--- src/hw/rtl/ura_pkg.sv ---
// ura_pkg: shared types and constants of the ultrasonic range averager
// phase encoding, register indexes, field widths, controller/datapath structs
// no dependencies
`default_nettype none

package ura_pkg;

	// field widths
	localparam int TRIG_W      = 8;
	localparam int SAMPLE_W    = 5;
	localparam int SETTLE_W    = 20;
	localparam int TPC_W       = 8;
	localparam int DIST_W      = 23;
	localparam int DIVISOR_W   = 12;
	localparam int CFG_IDX_W   = 8;
	localparam int CFG_DATA_W  = 20;
	localparam int ROUNDS_MAX  = 16;

	localparam logic [DIST_W-1:0] DIST_MAX = {DIST_W{1'b1}};

	// configuration register indexes
	localparam logic [CFG_IDX_W-1:0] REG_TRIGGER_TICKS = 8'd0;
	localparam logic [CFG_IDX_W-1:0] REG_SAMPLE_COUNT  = 8'd1;
	localparam logic [CFG_IDX_W-1:0] REG_SETTLE_TICKS  = 8'd2;
	localparam logic [CFG_IDX_W-1:0] REG_TICKS_PER_CM  = 8'd3;

	// configuration reset values
	localparam logic [TRIG_W-1:0]   TRIG_RST   = 8'd20;
	localparam logic [SAMPLE_W-1:0] SAMPLE_RST = 5'd5;
	localparam logic [SETTLE_W-1:0] SETTLE_RST = 20'd50000;
	localparam logic [TPC_W-1:0]    TPC_RST    = 8'd58;

	// measurement phase
	typedef enum logic [2:0] {
		PH_IDLE,
		PH_TRIG,
		PH_WAIT,
		PH_COUNT,
		PH_SETTLE
	} phase_t;

	// controller to datapath commands
	typedef struct packed {
		logic clear;       // new sequence: zero counters and sum
		logic tick_inc;    // advance phase tick counter
		logic tick_clr;    // zero phase tick counter
		logic echo_first;  // first echo-high tick
		logic echo_inc;    // echo still high
		logic round_end;   // fold echo count into sum
		logic div_start;   // launch average division
		logic latch;       // take quotient as new distance
	} ctrl_cmd_t;

	// datapath to controller status
	typedef struct packed {
		logic trig_last;       // this trigger tick is the last one
		logic settle_last;     // this settle tick is the last one
		logic rounds_met;      // enough rounds collected
		logic round_will_meet; // round ending now is the last one
		logic div_busy;        // division still running
	} dp_status_t;

endpackage

`default_nettype wire

--- src/hw/rtl/ura_if.sv ---
// ura_if: valid/ready channel interfaces for tick, result and config beats
// depends on ura_pkg for field widths
`default_nettype none

// tick channel: one beat per microsecond tick
interface ura_tick_if;
	logic valid;
	logic ready;
	logic start_req;
	logic echo_level;

	modport source (output valid, output start_req, output echo_level, input ready);
	modport sink   (input valid, input start_req, input echo_level, output ready);
endinterface

// result channel: one beat per accepted tick
interface ura_res_if;
	logic                       valid;
	logic                       ready;
	logic                       trigger;
	logic                       busy_res;
	logic                       done_res;
	logic [ura_pkg::DIST_W-1:0] distance_q4;

	modport source (output valid, output trigger, output busy_res, output done_res,
		output distance_q4, input ready);
	modport sink   (input valid, input trigger, input busy_res, input done_res,
		input distance_q4, output ready);
endinterface

// configuration write channel
interface ura_cfg_if;
	logic                           valid;
	logic                           ready;
	logic [ura_pkg::CFG_IDX_W-1:0]  index;
	logic [ura_pkg::CFG_DATA_W-1:0] data;

	modport source (output valid, output index, output data, input ready);
	modport sink   (input valid, input index, input data, output ready);
endinterface

`default_nettype wire

--- src/hw/rtl/ura_div.sv ---
// ura_div: restoring divider, one quotient bit per cycle, saturating result
// depends on ura_pkg for widths
`default_nettype none

module ura_div #(
	parameter int DIVIDEND_W = 32
) (
	input  wire logic                          clk,
	input  wire logic                          arst_n,
	input  wire logic                          start,
	input  wire logic [DIVIDEND_W-1:0]         dividend,
	input  wire logic [ura_pkg::DIVISOR_W-1:0] divisor,
	output logic                               busy,
	output logic [ura_pkg::DIST_W-1:0]         quotient
);

	localparam int DW  = ura_pkg::DIVISOR_W;
	localparam int CNT_W = $clog2(DIVIDEND_W + 1);

	logic [DIVIDEND_W-1:0] acc_q;
	logic [DW-1:0]         rem_q;
	logic [DW-1:0]         dvs_q;
	logic [CNT_W-1:0]      cnt_q;

	logic [DW:0]           trial;
	logic                  ge;
	logic [DW:0]           diff;

	// one compare and subtract step
	always_comb begin
		trial = {rem_q, acc_q[DIVIDEND_W-1]};
		ge    = trial >= {1'b0, dvs_q};
		diff  = trial - {1'b0, dvs_q};
	end

	// iteration registers
	always_ff @(posedge clk or negedge arst_n) begin
		if (!arst_n) begin
			cnt_q <= '0;
			acc_q <= '0;
			rem_q <= '0;
			dvs_q <= '0;
		end else if (start) begin
			cnt_q <= CNT_W'(DIVIDEND_W);
			acc_q <= dividend;
			rem_q <= '0;
			dvs_q <= divisor;
		end else if (cnt_q != '0) begin
			cnt_q <= cnt_q - CNT_W'(1);
			acc_q <= {acc_q[DIVIDEND_W-2:0], ge};
			rem_q <= ge ? diff[DW-1:0] : trial[DW-1:0];
		end
	end

	assign busy = (cnt_q != '0);

	// clamp to the distance range
	always_comb begin
		if (|acc_q[DIVIDEND_W-1:ura_pkg::DIST_W])
			quotient = ura_pkg::DIST_MAX;
		else
			quotient = acc_q[ura_pkg::DIST_W-1:0];
	end

endmodule

`default_nettype wire

--- src/hw/rtl/ura_dp.sv ---
// ura_dp: config registers, tick and echo counters, echo sum, distance register
// depends on ura_pkg and ura_div
`default_nettype none

module ura_dp #(
	parameter int ECHO_COUNT_BITS = 24
) (
	input  wire logic                           clk,
	input  wire logic                           arst_n,
	input  wire logic                           cfg_we,
	input  wire logic [ura_pkg::CFG_IDX_W-1:0]  cfg_index,
	input  wire logic [ura_pkg::CFG_DATA_W-1:0] cfg_data,
	input  wire ura_pkg::ctrl_cmd_t             cmd,
	output ura_pkg::dp_status_t                 status,
	output logic [ura_pkg::DIST_W-1:0]          distance_nxt
);

	localparam int SUM_W = ECHO_COUNT_BITS + 4;
	localparam int DVD_W = SUM_W + 4;
	localparam int SW    = ura_pkg::SETTLE_W;
	localparam int PROD_W = ura_pkg::SAMPLE_W + ura_pkg::TPC_W;

	logic [ura_pkg::TRIG_W-1:0]   trig_q;
	logic [ura_pkg::SAMPLE_W-1:0] sample_q;
	logic [SW-1:0]                settle_q;
	logic [ura_pkg::TPC_W-1:0]    tpc_q;

	logic [SW-1:0]                tick_q;
	logic [ECHO_COUNT_BITS-1:0]   echo_q;
	logic [ura_pkg::SAMPLE_W-1:0] rounds_q;
	logic [SUM_W-1:0]             sum_q;
	logic [ura_pkg::DIST_W-1:0]   dist_q;

	logic [SW:0]                  tick_nxt;
	logic [ura_pkg::SAMPLE_W-1:0] wanted;
	logic [ura_pkg::SAMPLE_W:0]   rounds_inc;
	logic [ura_pkg::TPC_W-1:0]    tpc_eff;
	logic [PROD_W-1:0]            divisor_full;
	logic [SUM_W-1:0]             sum_add;
	logic                         div_busy;
	logic [ura_pkg::DIST_W-1:0]   quotient;

	// configuration registers
	always_ff @(posedge clk or negedge arst_n) begin
		if (!arst_n) begin
			trig_q   <= ura_pkg::TRIG_RST;
			sample_q <= ura_pkg::SAMPLE_RST;
			settle_q <= ura_pkg::SETTLE_RST;
			tpc_q    <= ura_pkg::TPC_RST;
		end else if (cfg_we) begin
			case (cfg_index)
				ura_pkg::REG_TRIGGER_TICKS: trig_q   <= cfg_data[ura_pkg::TRIG_W-1:0];
				ura_pkg::REG_SAMPLE_COUNT:  sample_q <= cfg_data[ura_pkg::SAMPLE_W-1:0];
				ura_pkg::REG_SETTLE_TICKS:  settle_q <= cfg_data[SW-1:0];
				ura_pkg::REG_TICKS_PER_CM:  tpc_q    <= cfg_data[ura_pkg::TPC_W-1:0];
				default: ;
			endcase
		end
	end

	// effective round count and divisor
	always_comb begin
		if (sample_q == '0)
			wanted = ura_pkg::SAMPLE_W'(1);
		else if (sample_q > ura_pkg::SAMPLE_W'(ura_pkg::ROUNDS_MAX))
			wanted = ura_pkg::SAMPLE_W'(ura_pkg::ROUNDS_MAX);
		else
			wanted = sample_q;
		tpc_eff      = (tpc_q == '0) ? ura_pkg::TPC_W'(1) : tpc_q;
		divisor_full = PROD_W'(wanted) * PROD_W'(tpc_eff);
	end

	// status toward the controller
	always_comb begin
		tick_nxt   = {1'b0, tick_q} + (SW+1)'(1);
		rounds_inc = {1'b0, rounds_q} + (ura_pkg::SAMPLE_W+1)'(1);
		sum_add    = sum_q + SUM_W'(echo_q);
		status.trig_last       = tick_nxt >= (SW+1)'(trig_q);
		status.settle_last     = tick_nxt >= {1'b0, settle_q};
		status.rounds_met      = rounds_q >= wanted;
		status.round_will_meet = rounds_inc >= {1'b0, wanted};
		status.div_busy        = div_busy;
	end

	// counters and accumulator
	always_ff @(posedge clk or negedge arst_n) begin
		if (!arst_n) begin
			tick_q   <= '0;
			echo_q   <= '0;
			rounds_q <= '0;
			sum_q    <= '0;
			dist_q   <= '0;
		end else begin
			if (cmd.clear || cmd.tick_clr || cmd.round_end)
				tick_q <= '0;
			else if (cmd.tick_inc)
				tick_q <= tick_nxt[SW-1:0];

			if (cmd.clear || cmd.round_end)
				echo_q <= '0;
			else if (cmd.echo_first)
				echo_q <= ECHO_COUNT_BITS'(1);
			else if (cmd.echo_inc && echo_q != {ECHO_COUNT_BITS{1'b1}})
				echo_q <= echo_q + ECHO_COUNT_BITS'(1);

			if (cmd.clear)
				rounds_q <= '0;
			else if (cmd.round_end)
				rounds_q <= rounds_inc[ura_pkg::SAMPLE_W-1:0];

			if (cmd.clear)
				sum_q <= '0;
			else if (cmd.round_end)
				sum_q <= sum_add;

			if (cmd.latch)
				dist_q <= quotient;
		end
	end

	// average: sum*16 / (rounds*ticks_per_cm)
	ura_div #(
		.DIVIDEND_W(DVD_W)
	) u_div (
		.clk      (clk),
		.arst_n   (arst_n),
		.start    (cmd.div_start),
		.dividend ({sum_add, 4'b0000}),
		.divisor  (divisor_full[ura_pkg::DIVISOR_W-1:0]),
		.busy     (div_busy),
		.quotient (quotient)
	);

	assign distance_nxt = cmd.latch ? quotient : dist_q;

endmodule

`default_nettype wire

--- src/hw/rtl/ura_ctrl.sv ---
// ura_ctrl: measurement phase state machine, issues datapath commands per tick
// depends on ura_pkg
`default_nettype none

module ura_ctrl (
	input  wire logic                clk,
	input  wire logic                arst_n,
	input  wire logic                fire,
	input  wire logic                start_req,
	input  wire logic                echo_level,
	input  wire ura_pkg::dp_status_t status,
	output ura_pkg::ctrl_cmd_t       cmd,
	output logic                     trigger,
	output logic                     done,
	output logic                     busy_nxt,
	output logic                     hold
);

	ura_pkg::phase_t phase_q;
	ura_pkg::phase_t phase_d;

	// phase register
	always_ff @(posedge clk or negedge arst_n) begin
		if (!arst_n)
			phase_q <= ura_pkg::PH_IDLE;
		else if (fire)
			phase_q <= phase_d;
	end

	// next phase
	always_comb begin
		phase_d = phase_q;
		case (phase_q)
			ura_pkg::PH_IDLE: begin
				if (start_req) phase_d = ura_pkg::PH_TRIG;
			end
			ura_pkg::PH_TRIG: begin
				if (status.trig_last) phase_d = ura_pkg::PH_WAIT;
			end
			ura_pkg::PH_WAIT: begin
				if (echo_level) phase_d = ura_pkg::PH_COUNT;
			end
			ura_pkg::PH_COUNT: begin
				if (!echo_level) phase_d = ura_pkg::PH_SETTLE;
			end
			ura_pkg::PH_SETTLE: begin
				if (status.settle_last)
					phase_d = status.rounds_met ? ura_pkg::PH_IDLE : ura_pkg::PH_TRIG;
			end
			default: phase_d = ura_pkg::PH_IDLE;
		endcase
	end

	// commands and per-beat outputs
	always_comb begin
		cmd     = '0;
		trigger = 1'b0;
		done    = 1'b0;
		if (fire) begin
			case (phase_q)
				ura_pkg::PH_IDLE: begin
					cmd.clear = start_req;
				end
				ura_pkg::PH_TRIG: begin
					trigger      = 1'b1;
					cmd.tick_clr = status.trig_last;
					cmd.tick_inc = !status.trig_last;
				end
				ura_pkg::PH_WAIT: begin
					cmd.echo_first = echo_level;
				end
				ura_pkg::PH_COUNT: begin
					cmd.echo_inc  = echo_level;
					cmd.round_end = !echo_level;
					cmd.div_start = !echo_level && status.round_will_meet;
				end
				ura_pkg::PH_SETTLE: begin
					cmd.tick_clr = status.settle_last;
					cmd.tick_inc = !status.settle_last;
					cmd.latch    = status.settle_last && status.rounds_met;
					done         = status.settle_last && status.rounds_met;
				end
				default: ;
			endcase
		end
	end

	assign busy_nxt = (phase_d != ura_pkg::PH_IDLE);

	// last settle tick waits for the quotient
	assign hold = (phase_q == ura_pkg::PH_SETTLE) && status.settle_last &&
		status.rounds_met && status.div_busy;

endmodule

`default_nettype wire

--- src/hw/rtl/ultrasonic_range_averager.sv ---
// ultrasonic_range_averager: top level, joins controller, datapath and result register
// depends on ura_pkg, ura_if, ura_ctrl, ura_dp
//
// Usage: the tick channel carries one beat per microsecond tick with start_req
// and the sampled echo_level. Every accepted tick beat yields exactly one result
// beat (trigger level, busy, done and the latched distance in Q.4 centimetres).
// The cfg channel writes trigger_ticks, sample_count, settle_ticks, ticks_per_cm
// by index 0..3; it is always ready and should only be used while idle.
// A result beat is registered and appears in the cycle after its tick beat is accepted.
// Throughput: one tick per cycle unless a stall or hold drops tick ready. The
// division runs bit-serially from the end of the last echo; if the settle wait
// ends first, the final settle tick is held off until the quotient is ready.
// A registered result stage parts the channels: a new tick is taken while the
// previous result is being taken; when the receiver stalls, the result holds
// and tick ready drops.
// Reset: phase idle, counters and distance zero, registers at their defaults.
`default_nettype none

module ultrasonic_range_averager #(
	parameter int ECHO_COUNT_BITS = 24
) (
	input wire logic   clk,
	input wire logic   arst_n,
	ura_tick_if.sink   tick,
	ura_res_if.source  res,
	ura_cfg_if.sink    cfg
);

	ura_pkg::ctrl_cmd_t  cmd;
	ura_pkg::dp_status_t status;

	logic                       fire;
	logic                       hold;
	logic                       trig_c;
	logic                       done_c;
	logic                       busy_c;
	logic [ura_pkg::DIST_W-1:0] dist_c;

	logic                       res_valid_q;
	logic                       trig_q;
	logic                       busy_q;
	logic                       done_q;
	logic [ura_pkg::DIST_W-1:0] dist_q;

	// tick beat handshake
	assign tick.ready = (!res_valid_q || res.ready) && !hold;
	assign fire       = tick.valid && tick.ready;
	assign cfg.ready  = 1'b1;

	ura_ctrl u_ctrl (
		.clk        (clk),
		.arst_n     (arst_n),
		.fire       (fire),
		.start_req  (tick.start_req),
		.echo_level (tick.echo_level),
		.status     (status),
		.cmd        (cmd),
		.trigger    (trig_c),
		.done       (done_c),
		.busy_nxt   (busy_c),
		.hold       (hold)
	);

	ura_dp #(
		.ECHO_COUNT_BITS(ECHO_COUNT_BITS)
	) u_dp (
		.clk          (clk),
		.arst_n       (arst_n),
		.cfg_we       (cfg.valid),
		.cfg_index    (cfg.index),
		.cfg_data     (cfg.data),
		.cmd          (cmd),
		.status       (status),
		.distance_nxt (dist_c)
	);

	// result valid
	always_ff @(posedge clk or negedge arst_n) begin
		if (!arst_n)
			res_valid_q <= 1'b0;
		else if (fire)
			res_valid_q <= 1'b1;
		else if (res.ready)
			res_valid_q <= 1'b0;
	end

	// result payload
	always_ff @(posedge clk) begin
		if (fire) begin
			trig_q <= trig_c;
			busy_q <= busy_c;
			done_q <= done_c;
			dist_q <= dist_c;
		end
	end

	assign res.valid       = res_valid_q;
	assign res.trigger     = trig_q;
	assign res.busy_res    = busy_q;
	assign res.done_res    = done_q;
	assign res.distance_q4 = dist_q;

endmodule

`default_nettype wire

--- src/flat_wrapper.sv ---
// flat-port wrapper written by rule: the top's interface ports become plain ports
module ultrasonic_range_averager_flat 
#(
	parameter int ECHO_COUNT_BITS = 24
)
  (clk, arst_n, tick_valid, tick_start_req, tick_echo_level, tick_ready, res_valid, res_trigger, res_busy_res, res_done_res, res_distance_q4, res_ready, cfg_valid, cfg_index, cfg_data, cfg_ready);
  ura_tick_if tick_i ();
  ura_res_if res_i ();
  ura_cfg_if cfg_i ();
  input wire logic clk;
  input wire logic arst_n;
  input wire logic [$bits(tick_i.valid)-1:0] tick_valid;
  input wire logic [$bits(tick_i.start_req)-1:0] tick_start_req;
  input wire logic [$bits(tick_i.echo_level)-1:0] tick_echo_level;
  output wire logic [$bits(tick_i.ready)-1:0] tick_ready;
  output wire logic [$bits(res_i.valid)-1:0] res_valid;
  output wire logic [$bits(res_i.trigger)-1:0] res_trigger;
  output wire logic [$bits(res_i.busy_res)-1:0] res_busy_res;
  output wire logic [$bits(res_i.done_res)-1:0] res_done_res;
  output wire logic [$bits(res_i.distance_q4)-1:0] res_distance_q4;
  input wire logic [$bits(res_i.ready)-1:0] res_ready;
  input wire logic [$bits(cfg_i.valid)-1:0] cfg_valid;
  input wire logic [$bits(cfg_i.index)-1:0] cfg_index;
  input wire logic [$bits(cfg_i.data)-1:0] cfg_data;
  output wire logic [$bits(cfg_i.ready)-1:0] cfg_ready;
  assign tick_i.valid = tick_valid;
  assign tick_i.start_req = tick_start_req;
  assign tick_i.echo_level = tick_echo_level;
  assign tick_ready = tick_i.ready;
  assign res_valid = res_i.valid;
  assign res_trigger = res_i.trigger;
  assign res_busy_res = res_i.busy_res;
  assign res_done_res = res_i.done_res;
  assign res_distance_q4 = res_i.distance_q4;
  assign res_i.ready = res_ready;
  assign cfg_i.valid = cfg_valid;
  assign cfg_i.index = cfg_index;
  assign cfg_i.data = cfg_data;
  assign cfg_ready = cfg_i.ready;
  ultrasonic_range_averager #(.ECHO_COUNT_BITS(ECHO_COUNT_BITS)) u_core (.clk(clk), .arst_n(arst_n), .tick(tick_i), .res(res_i), .cfg(cfg_i));
endmodule
--- config.mk ---
export PLATFORM = sky130hd
export DESIGN_NAME = ultrasonic_range_averager_flat
export DESIGN_NICKNAME = d
export VERILOG_FILES = /design/src/hw/rtl/ura_pkg.sv /design/src/hw/rtl/ura_if.sv /design/src/hw/rtl/ura_div.sv /design/src/hw/rtl/ura_dp.sv /design/src/hw/rtl/ura_ctrl.sv /design/src/hw/rtl/ultrasonic_range_averager.sv /design/src/flat_wrapper.sv
export SDC_FILE = /design/constraint.sdc
export NUM_CORES = 1
export LEC_CHECK = 0
export BUFFER_PORTS_ARGS = -buffer_cell sky130_fd_sc_hd__clkbuf_2
export CAP_MARGIN = 20
export CORE_MARGIN = 1.5
export CORE_UTILIZATION = 60
export DETAILED_ROUTE_END_ITERATION = 12
export GPL_TIMING_DRIVEN = 0
export PLACE_DENSITY = 0.75
export SYNTH_ARGS = -nofsm -noshare
export SYNTH_HDL_FRONTEND = slang
export SYNTH_SLANG_ARGS = --single-unit
--- constraint.sdc ---
create_clock -name clk -period 9.2 [get_ports clk]
set_input_delay 0.92 -clock clk [delete_from_list [all_inputs] [get_ports clk]]
set_output_delay 0.92 -clock clk [all_outputs]
set_load 0.05 [all_outputs]
==> run_results.csv, run 1 <==
group,metric,value,unit
worst_setup_path,critPathBufInv,1,
route,drc_errors,0,
power,p_leak,7.684,nW
cells_and_area,layout.nets,1752,
worst_setup_path,cp_data_arrival_time,4.70,ns
synth,synth_cell_types,82,
route,wl_met3,1494,um
synth,yosys-top-cells-area,"dfrtp_1, ha_1, edfxtp_1",
clocking,tritoncts,"done",
worst_setup_path,critPathRequiredTime,8.28,ns
synth,syn_avg_cell_area,9.428,um^2
route,vias,11270,
synth,yosysTopAreaCell,"dfrtp_1",
route,drt_iter0_markers,832,
clocking,ctsRootBufferMaster,"clkbuf_16",
global_route,overflow,0,
min_path,hold_path_class,"flop to flop",
cells_and_area,syn_to_final_growth,11.35,%
cells_and_area,postLayoutCoreUtil,67.83,%
worst_setup_path,cp_slowest_cell,"nor4_1",
synth,ys_seq_area_share,41.94,%
die,coreArea,23400,um^2
die,initial_core_util,60.91,%
worst_setup_path,startpoint,"u_core.u_dp.tick_q[4]$_DFFE_PN0P_",
timing,fin_tns_setup,0,ns
outcome,status,"completed",
synth,ys.flop_type,"dfrtp_1",
power,vdd_drop_max,0.1453,mV
timing,fin_crit_sh,61.13,%
timing,holdWs,0.4948,ns
synth,yosysWarnings,0,
die,die_height,157.1,um
synth,ys_seq_elements,233,
die,die_x,157.1,um
route,dr.max_layer_used,"met4",
clocking,cts_setup_buffers,0,
placed_design,place.gp.congestion,0.8934,
clocking,numCtsBuffers,26,
global_route,antenna_found_initial,0,
worst_setup_path,r2r_cells,18,
worst_setup_path,crit_top_cell,"nand4_1",
route,routed-wl-met2,14960,um
route,wirelength_met1,15270,um
timing,max_freq,177.8,MHz
worst_setup_path,r2r_setup_slack,4.08,ns
timing,min_period,5.624,ns
route,wl,32070,um
worst_setup_path,crit-reg2reg-launch,"u_core.u_dp.tick_q[4]$_DFFE_PN0P_",
timing,maxSlewHeadroom,37.23,%
die,rows,56,
cells_and_area,finalInstanceArea,15870,um^2
route,ant_nets,0,
synth,ys_async_sr_fraction,88.84,%
route,via_per_inst,5.802,
route,wl_per_cell,16.51,um
timing,finalHoldViolations,0,
power,cellPowerDensity,210.9,nW/um^2
worst_setup_path,r2r-end,"u_core.u_dp.tick_q[19]$_DFFE_PN0P_",
clocking,cts.path.max_buffers,3,
cells_and_area,final.fill_count,1907,
worst_setup_path,cp_cell_sequence,"nand4_1, nor4_1, and2b_1, and3_1, xor2_1, ha_1, nand2_1, nor2_1, nand4_1, o41ai_1, or2_4, o211ai_1, a211oi_4, a21boi_0, clkbuf_2",
worst_setup_path,worstSetupStartpointType,"flop",
worst_setup_path,crit_path_end_kind,"output pin",
worst_setup_path,path_depth,15,
cells_and_area,mostFrequentLayoutCells,"dfrtp_1, nand2_1, nor2_1, a21oi_1, inv_1",
synth,synth_area,14250,um^2
die,ios,64,
clocking,cts.sinks,233,
synth,syn_inst,1512,
timing,rsz0062_at_grt,"false",
global_route,grt_pass1_vias,11060,
clocking,htree_levels,1,
placed_design,place_area,15000,um^2
clocking,cts_hold_buf,0,
worst_setup_path,critPathKind,"flop to output pin",
power,total_power,3.348,mW
timing,clock_skew,0.02012,ns
synth,synth_edf_count,26,
timing,setup_viol_count_final,0,
die,die_area,24690,um^2
global_route,grt_max_degree,106,
placed_design,dpl.hpwl,23260,um
clocking,clk_latency,0.53,ns
timing,slew_violations,0,
worst_setup_path,crit_family,"simple AND/OR/NAND/NOR gates",
cells_and_area,drive_gt1_share,11.58,%
global_route,grt.total_usage,27.01,%
worst_setup_path,cp-endpoint,"tick_ready",
timing,worst_slew_pin_slew,0.9294,ns
worst_setup_path,crit_fanout,7,
cells_and_area,layout_commonest_cell,"dfrtp_1",
cells_and_area,diodes,0,
worst_setup_path,critPathMaxStageDelay,0.61,ns
global_route,grt_pass1_wl,54190,um
clocking,path_clk_slew,0.06,ns
clocking,cts_resized,0,
synth,synth_fp_nets,1661,
synth,synth_top_cell_area_share,33.88,%
placed_design,port_buffers,62,
flow_run,drv_cap,0,
route,first_pass_iters,5,
-- sequential cells by signal, summed over array words and instances, names as in the netlist --
register,flops
u_core.u_dp.tick_q,20
u_core.u_dp.tpc_q,8
u_core.u_dp.sum_q,28
u_core.res.valid,1
u_core.res.done_res,1
u_core.u_dp.u_div.rem_q,12
u_core.res.trigger,1
u_core.u_dp.echo_q,24
u_core.res.busy_res,1
u_core.u_dp.rounds_q,5
u_core.u_dp.u_div.dvs_q,12
u_core.u_dp.u_div.acc_q,32
u_core.res.distance_q4,23
u_core.u_dp.dist_q,23
u_core.u_ctrl.phase_q,3
u_core.u_dp.trig_q,8
u_core.u_dp.u_div.cnt_q,6
u_core.u_dp.settle_q,20
u_core.u_dp.sample_q,5
-- synth_stat cells (29+ instances only) --
cell and instances:
clkbuf_1 39, a21oi_1 105, o21ai_0 96, nor2_1 142
nor3_1 29, xor2_1 36, dfrtp_1 193, xnor2_1 39
ha_1 95, nand2_1 152, nand3_1 41, inv_1 97
mux2i_1 39
-- kinds of logic after synthesis --
kind of cell | after synthesis | synth area share, %
DFF | 233 | 41.94
muxes | 63 | 4.634
xor gates and xnor gates | 76 | 4.766
and+or+nand+nor | 518 | 17.52
buffers and inverters | 162 | 4.670
adders and majority gates | 114 | 11.01
other | 1 | 0.02631
AOI/OAI and AO/OA | 345 | 15.44
-- worst reg2reg max path, stage by stage, from the launching register on --
cell and delay [ns]:
dfrtp_1 0.50, nand4_1 0.26, nor4_1 0.61, and2b_1 0.31
and3_1 0.25, xor2_1 0.19, ha_1 0.30, nand2_1 0.11
nor2_1 0.04, nand4_1 0.09, o41ai_1 0.08, or2_4 0.28
a2111oi_4 0.40, a211oi_4 0.20, a21o_4 0.29, inv_2 0.51
o31a_1 0.25, buf_2 0.25, nor2_1 0.08
-- final cells by class --
| cell class | count | area, um^2 | area share [%] |
|---|---|---|---|
| Buffer | 64 | 297.8 | 1.876 |
| Clock buffer | 37 | 732.0 | 4.611 |
| Clock inverter | 11 | 140.1 | 0.8829 |
| Inverter | 98 | 367.9 | 2.318 |
| Multi-Input combinational cell | 1117 | 7611 | 47.95 |
| Sequential cell | 233 | 5978 | 37.66 |
| Tap cell | 319 | 399.1 | 2.515 |
| Timing Repair Buffer | 63 | 346.6 | 2.184 |
-- layer usage --
layer,vias up,GRT usage (%)
met5,-,0
met4,0,5.391
met3,32,2.671
met2,264,43.57
met1,5482,39.89
li1,5489,-
-- power breakdown --
part | internal (mW) | switching [mW] | total, mW
clock network | 0.636 | 0.420 | 1.06
logic | 0.380 | 0.546 | 0.927
registers | 1.22 | 0.141 | 1.37
-- worst min path at each step --
stage / start / endpoint / slack, ns / cells after the start
3_3_place_gp: u_core.u_dp.sum_q[2]$_DFFE_PN0N_ / u_core.u_dp.sum_q[2]$_DFFE_PN0N_ / 0.48 / 2
5_1_grt: u_core.u_dp.sum_q[8]$_DFFE_PN0N_ / u_core.u_dp.sum_q[8]$_DFFE_PN0N_ / 0.53 / 1
4_1_cts: u_core.u_dp.sum_q[7]$_DFFE_PN0N_ / u_core.u_dp.sum_q[7]$_DFFE_PN0N_ / 0.49 / 2
3_5_place_dp: u_core.u_dp.sum_q[7]$_DFFE_PN0N_ / u_core.u_dp.sum_q[7]$_DFFE_PN0N_ / 0.48 / 2
2_1_floorplan: u_core.u_dp.sum_q[13]$_DFFE_PN0N_ / u_core.u_dp.sum_q[13]$_DFFE_PN0N_ / 0.45 / 2
6_report: u_core.u_dp.sum_q[7]$_DFFE_PN0N_ / u_core.u_dp.sum_q[7]$_DFFE_PN0N_ / 0.49 / 2
-- through the flow --
| step | setup slack, ns | cells |
|---|---|---|
| 6_report | 3.576 | 1942 |
| 5_1_grt | 3.325 | 1942 |
| 4_1_cts | 3.631 | 1942 |
| 3_5_place_dp | 4.112 | 1894 |
| 3_3_place_gp | 3.115 | 1893 |
| 2_1_floorplan | 4.119 | 1512 |
(Power assumes the default switching activity.)
==> run 2, diff against run 1 <==
- CORE_UTILIZATION: 60 -> 57
- clock period: 9.2 -> 4.8 ns (I/O delays scaled with it)
==> run_results.csv, run 2 (synthesis results as in run 1) <==
group,metric,value,unit
outcome,status,"completed",
worst_setup_path,crit_fanout,6,
route,routed-wl-met2,14950,um
worst_setup_path,critPathKind,"flop to output pin",
global_route,overflow,0,
power,cellPowerDensity,403.7,nW/um^2
placed_design,dpl.hpwl,23330,um
worst_setup_path,critPathRequiredTime,4.32,ns
timing,fin_crit_sh,95.90,%
route,drc_errors,0,
die,initial_core_util,58.27,%
timing,clock_skew,0.01060,ns
cells_and_area,mostFrequentLayoutCells,"dfrtp_1, nand2_1, nor2_1, a21oi_1, inv_1",
placed_design,place.gp.congestion,0.8992,
timing,min_period,4.603,ns
min_path,hold_path_class,"primary input to async pin",
global_route,grt_max_degree,114,
clocking,ctsRootBufferMaster,"clkbuf_16",
worst_setup_path,crit_path_end_kind,"output pin",
worst_setup_path,cp_data_arrival_time,4.12,ns
cells_and_area,layout_commonest_cell,"dfrtp_1",
clocking,tritoncts,"done",
timing,worst_slew_pin_slew,0.9991,ns
timing,setup_viol_count_final,0,
cells_and_area,layout.nets,1760,
cells_and_area,final.fill_count,1976,
flow_run,drv_cap,0,
clocking,numCtsBuffers,26,
global_route,antenna_found_initial,0,
die,coreArea,24460,um^2
route,wl,32170,um
clocking,htree_levels,1,
timing,finalHoldViolations,0,
route,wl_met3,1498,um
die,rows,57,
cells_and_area,diodes,0,
placed_design,port_buffers,62,
die,ios,64,
timing,slew_violations,0,
cells_and_area,top_regs,"u_core.u_dp.u_div.acc_q (32), u_core.u_dp.sum_q (28), u_core.u_dp.echo_q (24)",
route,vias,11310,
route,first_pass_iters,5,
cells_and_area,largest_register_ffs,32,
clocking,clk_latency,0.52,ns
global_route,grt_pass1_vias,10850,
route,drt_iter0_markers,761,
timing,maxSlewHeadroom,32.88,%
cells_and_area,top_register,"u_core.u_dp.u_div.acc_q",
power,vdd_drop_max,0.2820,mV
global_route,grt.total_usage,25.09,%
placed_design,pre_cts_ws,-0.2542,ns
worst_setup_path,worstSetupStartpointType,"flop",
die,die_area,25970,um^2
cells_and_area,drive_gt1_share,12.88,%
die,die_x,161.1,um
clocking,cts_hold_buf,0,
placed_design,dp.cells,1899,
route,ant_nets,0,
power,p_leak,7.756,nW
route,via_per_inst,5.785,
route,wl_per_cell,16.45,um
die,die_height,161.1,um
route,wirelength_met1,15000,um
timing,max_freq,217.2,MHz
global_route,grt_pass1_wl,53630,um
clocking,cts.path.max_buffers,3,
clocking,cts.sinks,233,
power,total_power,6.468,mW
route,dr.max_layer_used,"met4",
cells_and_area,syn_to_final_growth,12.41,%
cells_and_area,fin_cells,1955,
clocking,path_clk_slew,0.06,ns
timing,worst_slack,0.1966,ns
[run 2: cell count changes in the layout (fill, tap and decap cells not counted), moves of 2 or more]
cell,previous run,this run
clkbuf_16,26,28
nor4_1,10,8
clkinv_1,3,1
nand3_1,41,39
nor2b_1,18,16
buf_4,4,12
clkinv_2,3,5
dfrtp_1,193,189
dfrtp_2,0,4
nor2b_2,0,2
[run 2: cell type report]
cell class                      count  area, um^2  area share (%)
Inverter                           98       370.4           2.311
Sequential cell                   233        5983           37.34
Timing Repair Buffer               71       409.1           2.553
Tap cell                          324       405.4           2.530
Clock inverter                     11       135.1          0.8433
Clock buffer                       37       764.5           4.771
Multi-Input combinational cell   1117        7659           47.79
Buffer                             64       297.8           1.858
[run 2: per-stage QoR]
stage / instance area, um^2 / setup TNS [ns] / hold WS (ns) / util [%]
5_1_grt: 16020 / -0.007284 / 0.1041 / 65.51
3_5_place_dp: 15010 / -4.746 / 0.4797 / 61.35
6_report: 16020 / 0 / 0.05093 / 65.51
4_1_cts: 15940 / 0 / 0.06978 / 65.17
3_3_place_gp: 14970 / -154.66 / 0.4748 / 61.20
2_1_floorplan: 14250 / 0 / 0.1844 / -
[run 2: what timing repair did]
action,4_1_cts,5_1_grt
pin swaps,2,3
setup endpoints to repair,25,47
resized for setup,3,14
cloned,0,0
buffers inserted,2,6
[run 2: worst paths after layout]
kind                                                         from                                 endpoint  slack [ns]  cells after the start
worst max-delay path            u_core.u_dp.tick_q[3]$_DFFE_PN0P_                               tick_ready        0.20                     15
min in group clk                                      cfg_data[8]      u_core.u_dp.settle_q[8]$_DFFE_PN1P_        0.16                      3
worst max register to register   u_core.u_dp.tpc_q[2]$_DFFE_PN0P_  u_core.u_dp.u_div.dvs_q[11]$_DFFE_PN0P_        0.29                     17
worst min register to register  u_core.u_dp.sum_q[13]$_DFFE_PN0N_        u_core.u_dp.sum_q[13]$_DFFE_PN0N_        0.51                      2
worst min-delay path                                       arst_n         u_core.u_dp.dist_q[13]$_DFF_PN0_        0.05                      1
max in group asynchronous                                  arst_n        u_core.u_dp.tick_q[0]$_DFFE_PN0P_        3.67                      2
[run 2: critical path: stages (launching register included)]
cell       delay, ns
dfrtp_1         0.46
nand4_1         0.23
nor4_4          0.37
and2b_1         0.26
and3_1          0.24
xor2_1          0.18
ha_1            0.29
nand2_1         0.10
nor2_1          0.04
nand4_1         0.09
o41ai_1         0.08
or2_4           0.28
a2111oi_4       0.37
a211oi_4        0.14
a21boi_0        0.20
clkbuf_4        0.26
[run 2: power by group]
part | switching [mW] | internal, mW
Combinational | 1.04 | 0.732
Sequential | 0.283 | 2.35
Clock | 0.793 | 1.27
[run 2: routing by layer]
metal,vias to the layer above,track usage [%]
met4,0,6.860
met5,-,0
met2,263,41.11
met1,5494,35.40
li1,5499,-
met3,54,3.030
